$ cat src/sstv_pkg.sv
`default_nettype none
package sstv_pkg;

  // Token kinds
  localparam logic [3:0] K_SELECT = 4'd0;
  localparam logic [3:0] K_FROM   = 4'd1;
  localparam logic [3:0] K_WHERE  = 4'd2;
  localparam logic [3:0] K_COMMA  = 4'd3;
  localparam logic [3:0] K_EQUALS = 4'd4;
  localparam logic [3:0] K_AND    = 4'd5;
  localparam logic [3:0] K_OR     = 4'd6;
  localparam logic [3:0] K_SEMI   = 4'd7;
  localparam logic [3:0] K_NUMBER = 4'd8;
  localparam logic [3:0] K_STRING = 4'd9;

  // Grammar positions
  localparam logic [3:0] S_SELECT       = 4'd0;
  localparam logic [3:0] S_ITEM         = 4'd1;
  localparam logic [3:0] S_ITEM_CONT    = 4'd2;
  localparam logic [3:0] S_TABLE        = 4'd3;
  localparam logic [3:0] S_WHERE_OR_END = 4'd4;
  localparam logic [3:0] S_LHS          = 4'd5;
  localparam logic [3:0] S_OP           = 4'd6;
  localparam logic [3:0] S_RHS          = 4'd7;
  localparam logic [3:0] S_COND_CONT    = 4'd8;
  localparam logic [3:0] S_DONE         = 4'd9;

  // Result status codes
  localparam logic [1:0] ST_OK      = 2'd0;
  localparam logic [1:0] ST_INVALID = 2'd1;
  localparam logic [1:0] ST_UNEXP   = 2'd2;

  // Characters that classify token text
  localparam logic [7:0] CH_NUL    = 8'h00;
  localparam logic [7:0] CH_STAR   = 8'h2A;
  localparam logic [7:0] CH_SQUOTE = 8'h27;
  localparam logic [7:0] CH_DQUOTE = 8'h22;
  localparam logic [7:0] CH_ZERO   = 8'h30;
  localparam logic [7:0] CH_NINE   = 8'h39;

  // Token position counter
  localparam int unsigned MAX_TOKENS = 1024;
  localparam int unsigned POS_W      = 11;
  localparam int unsigned POS_CAP_I  = (MAX_TOKENS < 2047) ? MAX_TOKENS : 2047;
  localparam logic [POS_W-1:0] POS_CAP = POS_W'(POS_CAP_I);

  localparam logic [7:0] ERR_MAX = 8'hFF;

endpackage
`default_nettype wire

$ cat src/sql_subset_token_validator.sv
// SELECT-subset token validator. Takes one token per transfer and returns one
// result per token: status (accepted, invalid kind, unexpected here), the
// grammar position expected on arrival, the token index (saturating at
// MAX_TOKENS), a running saturating error count and an end-of-query
// incomplete flag. A token with end_of_query set closes the query and returns
// all state to the expect-SELECT position. Throughput is one token per clock
// while results are taken; the single result register loads with the grammar
// state update. in_ready stays high while the result register is empty or
// being drained, so a stalled consumer stalls input after one item.
`default_nettype none
module sql_subset_token_validator
  import sstv_pkg::*;
(
  input  wire logic             clk,
  input  wire logic             rst_n,
  input  wire logic             in_valid,
  output logic                  in_ready,
  input  wire logic [3:0]       in_token_kind,
  input  wire logic             in_has_text,
  input  wire logic [7:0]       in_first_char,
  input  wire logic [7:0]       in_second_char,
  input  wire logic             in_end_of_query,
  output logic                  out_valid,
  input  wire logic             out_ready,
  output logic [1:0]            out_status,
  output logic [3:0]            out_expected_before,
  output logic [POS_W-1:0]      out_position,
  output logic                  out_incomplete,
  output logic [7:0]            out_errors_so_far,
  output logic                  out_query_ok
);

  // Grammar state
  logic [3:0]       state_r, state_nxt;
  logic [POS_W-1:0] pos_r, pos_nxt;
  logic [7:0]       err_r, err_nxt;

  // Result register
  logic             out_valid_r;
  logic [1:0]       status_r, status_nxt;
  logic [3:0]       before_r;
  logic [POS_W-1:0] position_r;
  logic             incomplete_r, incomplete_nxt;
  logic [7:0]       errs_r;

  logic accept;
  logic is_str, is_star, is_lit, is_ident;
  logic allowed;
  logic [3:0] nx;
  logic [8:0] err_sum;

  assign in_ready = !out_valid_r || out_ready;
  assign accept   = in_valid && in_ready;

  // Token text classification
  always_comb begin
    is_str  = (in_token_kind == K_STRING) && in_has_text;
    is_star = is_str && (in_first_char == CH_STAR) && (in_second_char == CH_NUL);
    is_lit  = (in_token_kind == K_NUMBER) ||
              (is_str && (in_first_char inside {CH_SQUOTE, CH_DQUOTE, [CH_ZERO:CH_NINE]}));
    is_ident = is_str && (in_first_char != CH_NUL) &&
               !(in_first_char inside {CH_SQUOTE, CH_DQUOTE, CH_STAR, [CH_ZERO:CH_NINE]});
  end

  // Grammar transition
  always_comb begin
    allowed = 1'b0;
    nx      = state_r;
    case (state_r)
      S_SELECT: begin
        allowed = (in_token_kind == K_SELECT);
        nx      = S_ITEM;
      end
      S_ITEM: begin
        allowed = is_ident || is_star;
        nx      = S_ITEM_CONT;
      end
      S_ITEM_CONT: begin
        allowed = (in_token_kind == K_COMMA) || (in_token_kind == K_FROM);
        nx      = (in_token_kind == K_COMMA) ? S_ITEM : S_TABLE;
      end
      S_TABLE: begin
        allowed = is_ident;
        nx      = S_WHERE_OR_END;
      end
      S_WHERE_OR_END: begin
        allowed = (in_token_kind == K_WHERE) || (in_token_kind == K_SEMI);
        nx      = (in_token_kind == K_WHERE) ? S_LHS : S_DONE;
      end
      S_LHS: begin
        allowed = is_ident;
        nx      = S_OP;
      end
      S_OP: begin
        allowed = (in_token_kind == K_EQUALS);
        nx      = S_RHS;
      end
      S_RHS: begin
        allowed = is_lit;
        nx      = S_COND_CONT;
      end
      S_COND_CONT: begin
        allowed = (in_token_kind inside {K_AND, K_OR, K_SEMI});
        nx      = (in_token_kind == K_SEMI) ? S_DONE : S_LHS;
      end
      default: begin
        allowed = 1'b0;
        nx      = state_r;
      end
    endcase
  end

  // Status, error count and next state for this token
  always_comb begin
    status_nxt     = ST_OK;
    incomplete_nxt = 1'b0;
    state_nxt      = state_r;
    err_sum        = {1'b0, err_r};
    if (in_end_of_query) begin
      if (state_r != S_DONE) begin
        status_nxt     = ST_UNEXP;
        incomplete_nxt = 1'b1;
        err_sum        = {1'b0, err_r} + 9'd2;
      end
    end else if (in_token_kind > K_STRING) begin
      status_nxt = ST_INVALID;
      err_sum    = {1'b0, err_r} + 9'd1;
    end else if (!allowed) begin
      status_nxt = ST_UNEXP;
      err_sum    = {1'b0, err_r} + 9'd1;
    end else begin
      state_nxt = nx;
    end
    err_nxt = err_sum[8] ? ERR_MAX : err_sum[7:0];
    pos_nxt = (pos_r < POS_CAP) ? pos_r + POS_W'(1) : pos_r;
  end

  // Query state, cleared at end of query
  always_ff @(posedge clk) begin
    if (!rst_n) begin
      state_r <= S_SELECT;
      pos_r   <= '0;
      err_r   <= '0;
    end else if (accept) begin
      if (in_end_of_query) begin
        state_r <= S_SELECT;
        pos_r   <= '0;
        err_r   <= '0;
      end else begin
        state_r <= state_nxt;
        pos_r   <= pos_nxt;
        err_r   <= err_nxt;
      end
    end
  end

  // Result valid
  always_ff @(posedge clk) begin
    if (!rst_n) begin
      out_valid_r <= 1'b0;
    end else if (in_ready) begin
      out_valid_r <= in_valid;
    end
  end

  // Result payload
  always_ff @(posedge clk) begin
    if (accept) begin
      status_r     <= status_nxt;
      before_r     <= state_r;
      position_r   <= pos_r;
      incomplete_r <= incomplete_nxt;
      errs_r       <= err_nxt;
    end
  end

  assign out_valid           = out_valid_r;
  assign out_status          = status_r;
  assign out_expected_before = before_r;
  assign out_position        = position_r;
  assign out_incomplete      = incomplete_r;
  assign out_errors_so_far   = errs_r;
  assign out_query_ok        = (errs_r == 8'd0);

endmodule
`default_nettype wire

$ cat config.mk
export PLATFORM = sky130hd
export DESIGN_NAME = sql_subset_token_validator
export DESIGN_NICKNAME = d
export VERILOG_FILES = /design/src/sstv_pkg.sv /design/src/sql_subset_token_validator.sv
export SDC_FILE = /design/constraint.sdc
export NUM_CORES = 1
export LEC_CHECK = 0
export ABC_AREA = 1
export BUFFER_PORTS_ARGS = -buffer_cell sky130_fd_sc_hd__buf_2
export CORE_MARGIN = 4
export CORE_UTILIZATION = 50
export DETAILED_ROUTE_END_ITERATION = 10
export GPL_ROUTABILITY_DRIVEN = 0
export PLACE_DENSITY = 0.76
export SYNTH_ARGS = -nofsm -noshare
export SYNTH_HDL_FRONTEND = slang
export SYNTH_SLANG_ARGS = --single-unit
$ cat constraint.sdc
create_clock -name clk -period 1.9 [get_ports clk]
set_input_delay 0.38 -clock clk [delete_from_list [all_inputs] [get_ports clk]]
set_output_delay 0.38 -clock clk [all_outputs]
set_load 0.01 [all_outputs]
==> metrics.yaml, run 1 <==
worst_path_largest_cell_delay_ns: 0.39
mostFrequentLayoutCell: "nand2_1"
path_common_cell: "nand2_1"
slew_violations: 0
cp_max_fo: 6
rsz0062_at_grt: "true"
dieArea_um2: 6978
hold_slack_ns: 0.3898
drc_errors: 0
leakagePower_nw: 1.574
cts_hold_buffers: 0
drt-initial-drc-count: 160
status: "finished clean"
syn_avg_cell_area_um2: 8.127
skew_ns: 0.003544
worstSetupPathType: "reg -> reg"
yosys_warnings: 0
synthArstFlopShare_pct: 0
clock_latency_ns: 0.30
clkTransAtPathRegs_ns: 0.09
setup_slack_ns: 0.05210
wl_per_cell_um: 13.49
fin_util_pct: 65.74
crit_path_top_delay_cell: "dfxtp_4"
maxSlewHeadroom_pct: 56.16
grt_first_pass_wirelength_um: 11520
antenna_found_initial: 0
syn_inst: 351
die_height_um: 83.54
cts_buffers: 5
hpwl_um: 5119
yosysTopAreaCell: "edfxtp_1"
final_cell_mix: "nand2_1, buf_2, buf_4, nor2_1, inv_1"
final_nets: 471
num-fill-cells: 444
postRouteAntennaNets: 0
finalWirelength_um: 6933
diodes: 0
pre_cts_ws_ns: -0.1290
grt_pass1_vias: 2555
setup.worst_path.end_class: "register"
cp.arrival_ns: 1.91
core_um2: 5507
worst_slew_pin_slew_ns: 0.6569
io_buffers: 54
worstHoldPathType: "in -> reg"
post-route-min-period_ns: 1.848
gr-usage-all-layers_pct: 19.88
fin_crit_sh_pct: 97.26
layout-area-overhead-vs-synth_pct: 26.89
final_cells: 514
setup_viol: 0
critical_path_required_ns: 1.96
dp_cells: 502
cts_sinks: 50
fp-row-count: 27
drt_pass1_iterations: 4
cp_cell_sequence: "inv_4 -> nor2_4 -> nand2_2 -> nand2_1 -> nand3_2 -> nand3_4 -> nor2_8 -> nand3_4 -> nor2_2 -> nand2_1 -> nand2_1 -> nand2_1 -> and2_1"
hold_violations: 0
num_vias: 2714
vdd_ir_drop_max_v: 0.0003790
syn_nets: 380
place_area_um2: 3406
overflow: 0
viasPerCell: 5.280
fin_area_um2: 3620
cellPowerDensity_nw_per_um2: 597.4
syn_area_um2: 2853
setup_tns_ns: 0
synth-edff-count: 26
clock.fmax_mhz: 541.2
synth_seq_cells: 50
fin_total_pwr_mw: 2.162
pin_count: 55
initial_utilization_pct: 51.81
synth_area_leaders: "edfxtp_1, dfxtp_1, nand2_1, nor2_1, inv_1"
drive_above_1_share_pct: 34.84
grt_max_degree: 30
clock_path_buffers: 2
ys_types: 37
synth_ff_type: "edfxtp_1"
seq_area_frac_synth_pct: 44.21
maxCapViolations: 0
start_kind: "register"
synth_top_area_share_pct: 27.37
cts_tree: "done"
clock-root-buffer: "clkbuf_8"
cts_htree_levels: 2
die_w_um: 83.54
[critical path, delay by kind of cell, from the launching register on]
kind / cells / cell delay, ns
buffers and inverters: 1 / 0.08
DFF: 1 / 0.39
and+or+nand+nor: 12 / 1.13
[path summary, 6_finish.rpt]
kind / from / endpoint / slack [ns] / depth (start not counted)
max: state_r[1] / out_errors_so_far[4] / 0.05 / 13
min: out_ready / out_valid / 0.39 / 4
max reg2reg: state_r[1] / out_errors_so_far[4] / 0.05 / 13
min reg2reg: pos_r[8] / out_position[8] / 0.46 / 0
[final cells by class]
| class | count | area (µm²) | share of cell area [%] |
|---|---|---|---|
| clock buffers | 5 | 68.82 | 1.901 |
| clock inverters | 2 | 13.76 | 0.3802 |
| inverters | 39 | 156.4 | 4.321 |
| multi-input cells | 257 | 1478 | 40.82 |
| flip-flops and latches | 50 | 1276 | 35.26 |
| well taps | 72 | 90.09 | 2.489 |
| repair buffers | 89 | 536.8 | 14.83 |
[registers in the layout, summed over array words and instances (netlist names)]
register,cells
err_r,8
out_incomplete,1
out_expected_before,4
out_errors_so_far,8
pos_r,11
out_status,2
state_r,4
out_position,11
out_valid,1
[where the power goes]
| group | leakage (nW) | switching, mW | total, mW | internal (mW) |
|---|---|---|---|---|
| Combinational | 1.07 | 0.207 | 0.356 | 0.148 |
| Clock | 0.0444 | 0.340 | 0.595 | 0.255 |
| Sequential | 0.459 | 0.0315 | 1.21 | 1.18 |
| Total | 1.57 | 0.579 | 2.16 | 1.58 |
[per-layer routing]
layer / routed length (µm) / share of wire [%] / up-vias / track usage [%]
met4: 159 / 2.3 / 0 / 6.579
met1: 2866 / 41 / 1240 / 24.98
met2: 3462 / 50 / 97 / 34.04
met3: 444 / 6.4 / 21 / 4.245
met5: 0 / 0 / - / 0
li1: - / - / 1356 / -
[what timing repair did]
| action | in CTS | in global routing |
|---|---|---|
| setup buffers | 0 | 5 |
| hold endpoints to repair | 0 | 0 |
| gates resized for setup | 5 | 27 |
| pin swaps | 0 | 11 |
| setup endpoints to repair | 5 | 20 |
[cell families (layout without fill, tap and decap cells)]
group,Yosys count,after routing,synth area share (%)
and+or+nand+nor,202,202,36.23
DFF,50,50,44.21
buffers and inverters,44,135,6.359
AOI/OAI and AO/OA,42,42,8.816
xor gates and xnor gates,10,10,3.070
adders and majority gates,3,3,1.316
[cells in the mapped netlist (3+ instances only)]
| cell type | count |
|---|---|
| nand2_1 | 86 |
| nor2_1 | 39 |
| inv_1 | 32 |
| edfxtp_1 | 26 |
| dfxtp_1 | 24 |
| nand3_1 | 21 |
| a21oi_1 | 14 |
| nand4_1 | 12 |
| o21ai_0 | 11 |
| xor2_1 | 10 |
| nand3_2 | 9 |
| nor3_1 | 9 |
| a21oi_2 | 7 |
| inv_2 | 6 |
| nand2_2 | 4 |
| nor2_2 | 4 |
| o21ai_1 | 4 |
| a211oi_1 | 3 |
| ha_1 | 3 |
| nor2_4 | 3 |
| nor3b_1 | 3 |
(Power assumes the default switching activity.)
==> inputs of run 2 (changes only) <==
- BUFFER_PORTS_ARGS: -buffer_cell sky130_fd_sc_hd__buf_2 -> not set
- DONT_BUFFER_PORTS: not set -> 1
- PLACE_DENSITY: 0.76 -> 0.68
==> metrics.yaml, run 2 (synthesis results as in run 1) <==
gr-usage-all-layers_pct: 18.31
drt_pass1_iterations: 4
skew_ns: 0.003558
cellPowerDensity_nw_per_um2: 641.1
wl_per_cell_um: 14.05
dp_cells: 434
clock_latency_ns: 0.30
clkTransAtPathRegs_ns: 0.09
cp_max_fo: 8
critical_path_required_ns: 2.14
cts_tree: "done"
rsz0062_at_grt: "true"
cts_buffers: 5
mostFrequentLayoutCell: "nand2_1"
layout-area-overhead-vs-synth_pct: 14.52
drive_above_1_share_pct: 23.61
maxSlewHeadroom_pct: 58.13
final_cell_mix: "nand2_1, nor2_1, inv_1, edfxtp_1"
start_kind: "register"
worst_slew_pin_slew_ns: 0.6273
cts_hold_buffers: 0
grt_first_pass_wirelength_um: 10240
die_height_um: 83.54
setup.worst_path.end_class: "register"
diodes: 0
pin_count: 55
initial_utilization_pct: 51.81
status: "finished clean"
final_cells: 449
use_met3_pct: 4.146
worstHoldPathType: "in -> reg"
viasPerCell: 5.359
busiest_layer: "met2"
grt_use_met1_pct: 23.89
cp.arrival_ns: 2.09
slew_violations: 0
io_buffers: 0
clock_path_buffers: 2
worstSetupPathType: "reg -> reg"
final_nets: 405
vdd_ir_drop_max_v: 0.0004112
dieArea_um2: 6978
fin_crit_sh_pct: 97.29
rrSetupSlack_ns: 0.05
leakagePower_nw: 1.288
fp-row-count: 27
hold_violations: 0
post-route-min-period_ns: 1.849
num-fill-cells: 487
fin_util_pct: 59.33
setup_viol: 0
finalWirelength_um: 6309
met2_usage_pct: 29.15
maxCapViolations: 0
antenna_found_initial: 0
num_vias: 2406
regArea_um2: 1276
core_um2: 5507
grt_pass1_vias: 2178
grt_max_degree: 30
clock-root-buffer: "clkbuf_8"
die_w_um: 83.54
overflow: 0
drc_errors: 0
drt-initial-drc-count: 103
multi_input_area_um2: 1478
hpwl_um: 4652
cts_sinks: 50
clock.fmax_mhz: 541.0
cts_htree_levels: 2
postRouteAntennaNets: 0
-- run 2: cell count changes in the layout (fill, tap and decap cells not counted), sizes merged --
cell    before  now
buf         89   23
clkbuf       5    6
-- run 2: cell type report --
type                    count  share of cell area (%)
clock buffers               6                   2.221
well taps                  72                   2.758
flip-flops and latches     50                   39.07
clock inverters             2                  0.4213
multi-input cells         257                   45.23
inverters                  39                   4.787
repair buffers             23                   5.515
-- run 2: stage by stage --
step / total power [mW] / setup WS [ns] / hold slack (ns) / cell area, µm² / TNS (ns)
3_3_place_gp: 1.460 / 0.02619 / 0.4333 / 3030 / 0
2_1_floorplan: 1.405 / 0.009387 / 0.4082 / 2855 / 0
4_1_cts: 2.067 / 0.02170 / 0.2283 / 3120 / 0
3_5_place_dp: 1.465 / 0.007297 / 0.4357 / 3030 / 0
6_report: 2.094 / 0.05148 / 0.2304 / 3267 / 0
5_1_grt: 2.197 / -0.08274 / 0.2166 / 3267 / -0.3647
-- run 2: worst max-delay path, cell delays in order, from the launching register on --
cell,delay [ns]
dfxtp_4,0.38
or2_1,0.22
nor2_2,0.14
nand3_2,0.12
nor2_4,0.18
nor2_8,0.06
nand3_4,0.14
buf_6,0.11
nand2_1,0.04
nand2_1,0.07
nand2_2,0.06
nand3_2,0.09
nand2_1,0.06
a21oi_2,0.12
-- run 2: what timing repair did --
action / CTS / global route
buffers inserted: 0 / 7
endpoints found under the setup margin: 3 / 20
resized for setup: 2 / 33
pin swaps: 0 / 9
-- run 2: worst paths after layout --
path / start / end / depth (start not counted)
hold / removal: in_end_of_query / pos_r[0] / 3
hold reg to reg: pos_r[10] / out_position[10] / 0
setup / recovery: state_r[2] / err_r[7] / 13
setup reg to reg: state_r[2] / err_r[7] / 13
-- run 2: power by group --
group / switching, mW / internal, mW
registers: 0.0509 / 1.18
logic: 0.151 / 0.0947
clock network: 0.353 / 0.263
total: 0.555 / 1.54
-- run 2: layer usage --
layer  vias to the layer above  share of wire, %
met5                         -                 0
li1                       1228                 -
met3                        16               5.3
met4                         0               2.4
met1                      1088                44
met2                        74                48
==> inputs of run 3 (changes only) <==
- CORE_UTILIZATION: 50 -> 54
- PLACE_DENSITY: 0.68 -> 0.72
- clock period: 1.9 -> 1.7 ns (I/O delays scaled with it)
==> metrics.yaml, run 3 (synthesis results as in run 1) <==
cellPowerDensity_nw_per_um2: 737.0
finalWirelength_um: 6769
skew_ns: 0.007180
pin_count: 55
worstHoldPathType: "in -> reg"
layout-area-overhead-vs-synth_pct: 22.89
setup_viol: 18
clock_path_buffers: 2
hpwl_um: 4773
holdPathStages: 3
vdd_ir_drop_max_v: 0.0004155
critical_path_required_ns: 1.94
fin_crit_sh_pct: 107.1
die_height_um: 80.69
setup.worst_path.end_class: "register"
dieArea_um2: 6510
fin_total_pwr_mw: 2.584
postRouteAntennaNets: 0
pre_cts_ws_ns: -0.1455
violations: "negative setup slack"
fp-row-count: 26
viasPerCell: 5.366
overflow: 0
grt_pass1_vias: 2329
slew_violations: 0
r2r_end: "err_r[3]"
critPathLaunch: "state_r[1]"
grt_max_degree: 30
final_nets: 425
antenna_found_initial: 0
clock-root-buffer: "clkbuf_8"
hp-start: "in_end_of_query"
rsz0062_at_grt: "true"
drc_errors: 0
worst_slew_pin_slew_ns: 0.4439
maxCapViolations: 0
grt_first_pass_wirelength_um: 10810
cts_buffers: 5
wl_per_cell_um: 14.49
setup_slack_ns: -0.1206
clkTransAtPathRegs_ns: 0.09
num-fill-cells: 401
clock.fmax_mhz: 549.3
leakagePower_nw: 1.423
clock_latency_ns: 0.30
drt_pass1_iterations: 5
status: "finished, violations left"
crit_path_end: "err_r[3]"
cts_tree: "done"
maxSlewHeadroom_pct: 70.38
die_w_um: 80.69
post-route-min-period_ns: 1.821
num_vias: 2506
cp_max_fo: 6
diodes: 0
drt-initial-drc-count: 212
hold_violations: 0
drive_above_1_share_pct: 27.96
worstRegToRegCells: 15
io_buffers: 0
start_kind: "register"
rrSetupSlack_ns: -0.12
mostFrequentLayoutCell: "nand2_1"
reg2reg_from: "state_r[1]"
core_um2: 5107
cp.arrival_ns: 2.06
cts_sinks: 50
gr-usage-all-layers_pct: 21.27
final_cell_mix: "nand2_1, buf_4, inv_1, nor2_1, edfxtp_1"
initial_utilization_pct: 55.85
cts_htree_levels: 2
worstSetupPathType: "reg -> reg"
==> run 3: where the power goes <==
part	leakage [nW]	internal [mW]	switching [mW]	total, mW
sequential	0.459	1.32	0.0584	1.38
combinational	0.902	0.134	0.184	0.318
clock	0.0618	0.484	0.402	0.887
total	1.42	1.94	0.644	2.58
==> run 3: routing by layer <==
| layer | global-route usage (%) | up-vias | share of wire, % |
|---|---|---|---|
| met4 | 7.264 | 0 | 2.4 |
| met1 | 28.00 | 1142 | 42 |
| li1 | - | 1262 | - |
| met5 | 0 | - | 0 |
| met3 | 3.587 | 20 | 4.6 |
| met2 | 35.18 | 82 | 51 |
==> run 3: area by class of cell <==
cell class	instances	area [µm²]	share of cell area, %
multi-input cells	257	1510	43.08
flip-flops and latches	50	1276	36.40
repair buffers	43	351.6	10.03
inverters	39	158.9	4.532
well taps	70	87.58	2.498
clock buffers	6	82.58	2.355
clock inverters	2	38.79	1.106
==> run 3: how the worst min path moves through the flow <==
stage | end | slack [ns]
2_1_floorplan | out_position[10] | 0.41
3_3_place_gp | out_position[10] | 0.43
3_5_place_dp | out_position[10] | 0.42
4_1_cts | pos_r[0] | 0.21
5_1_grt | out_status[0] | 0.20
6_report | pos_r[0] | 0.21
==> run 3: worst max-delay path: stages (launching register included) <==
cell,delay (ns)
dfxtp_4,0.41
inv_2,0.06
nor2_2,0.15
nand2_1,0.09
nand2_1,0.08
nand3_2,0.09
nand3_4,0.13
nor2_8,0.05
nand3_4,0.11
buf_12,0.11
nand2_1,0.04
nand2_1,0.07
nand2_1,0.06
nand3_2,0.10
nand2_2,0.06
a21oi_2,0.14
==> run 3: per-stage QoR <==
stage	TNS [ns]	cell area, µm²	util [%]	cells	hold slack [ns]
after detailed placement	-2.275	3219	63.03	452	0.4238
after CTS	-0.6812	3426	67.07	463	0.2091
after floorplan	0	2872	-	351	0.4082
after global placement	-2.128	3219	63.03	452	0.4297
after global routing	-3.855	3506	68.64	467	0.2023
final	-1.379	3506	68.64	467	0.2081
==> run 3: repair_timing <==
item | 4_1_cts | 5_1_grt
gates cloned | 0 | 0
pin swaps | 6 | 10
gates resized for setup | 19 | 14
setup buffers | 3 | 4
hold buffers | 0 | 0
endpoints found under the setup margin | 21 | 24
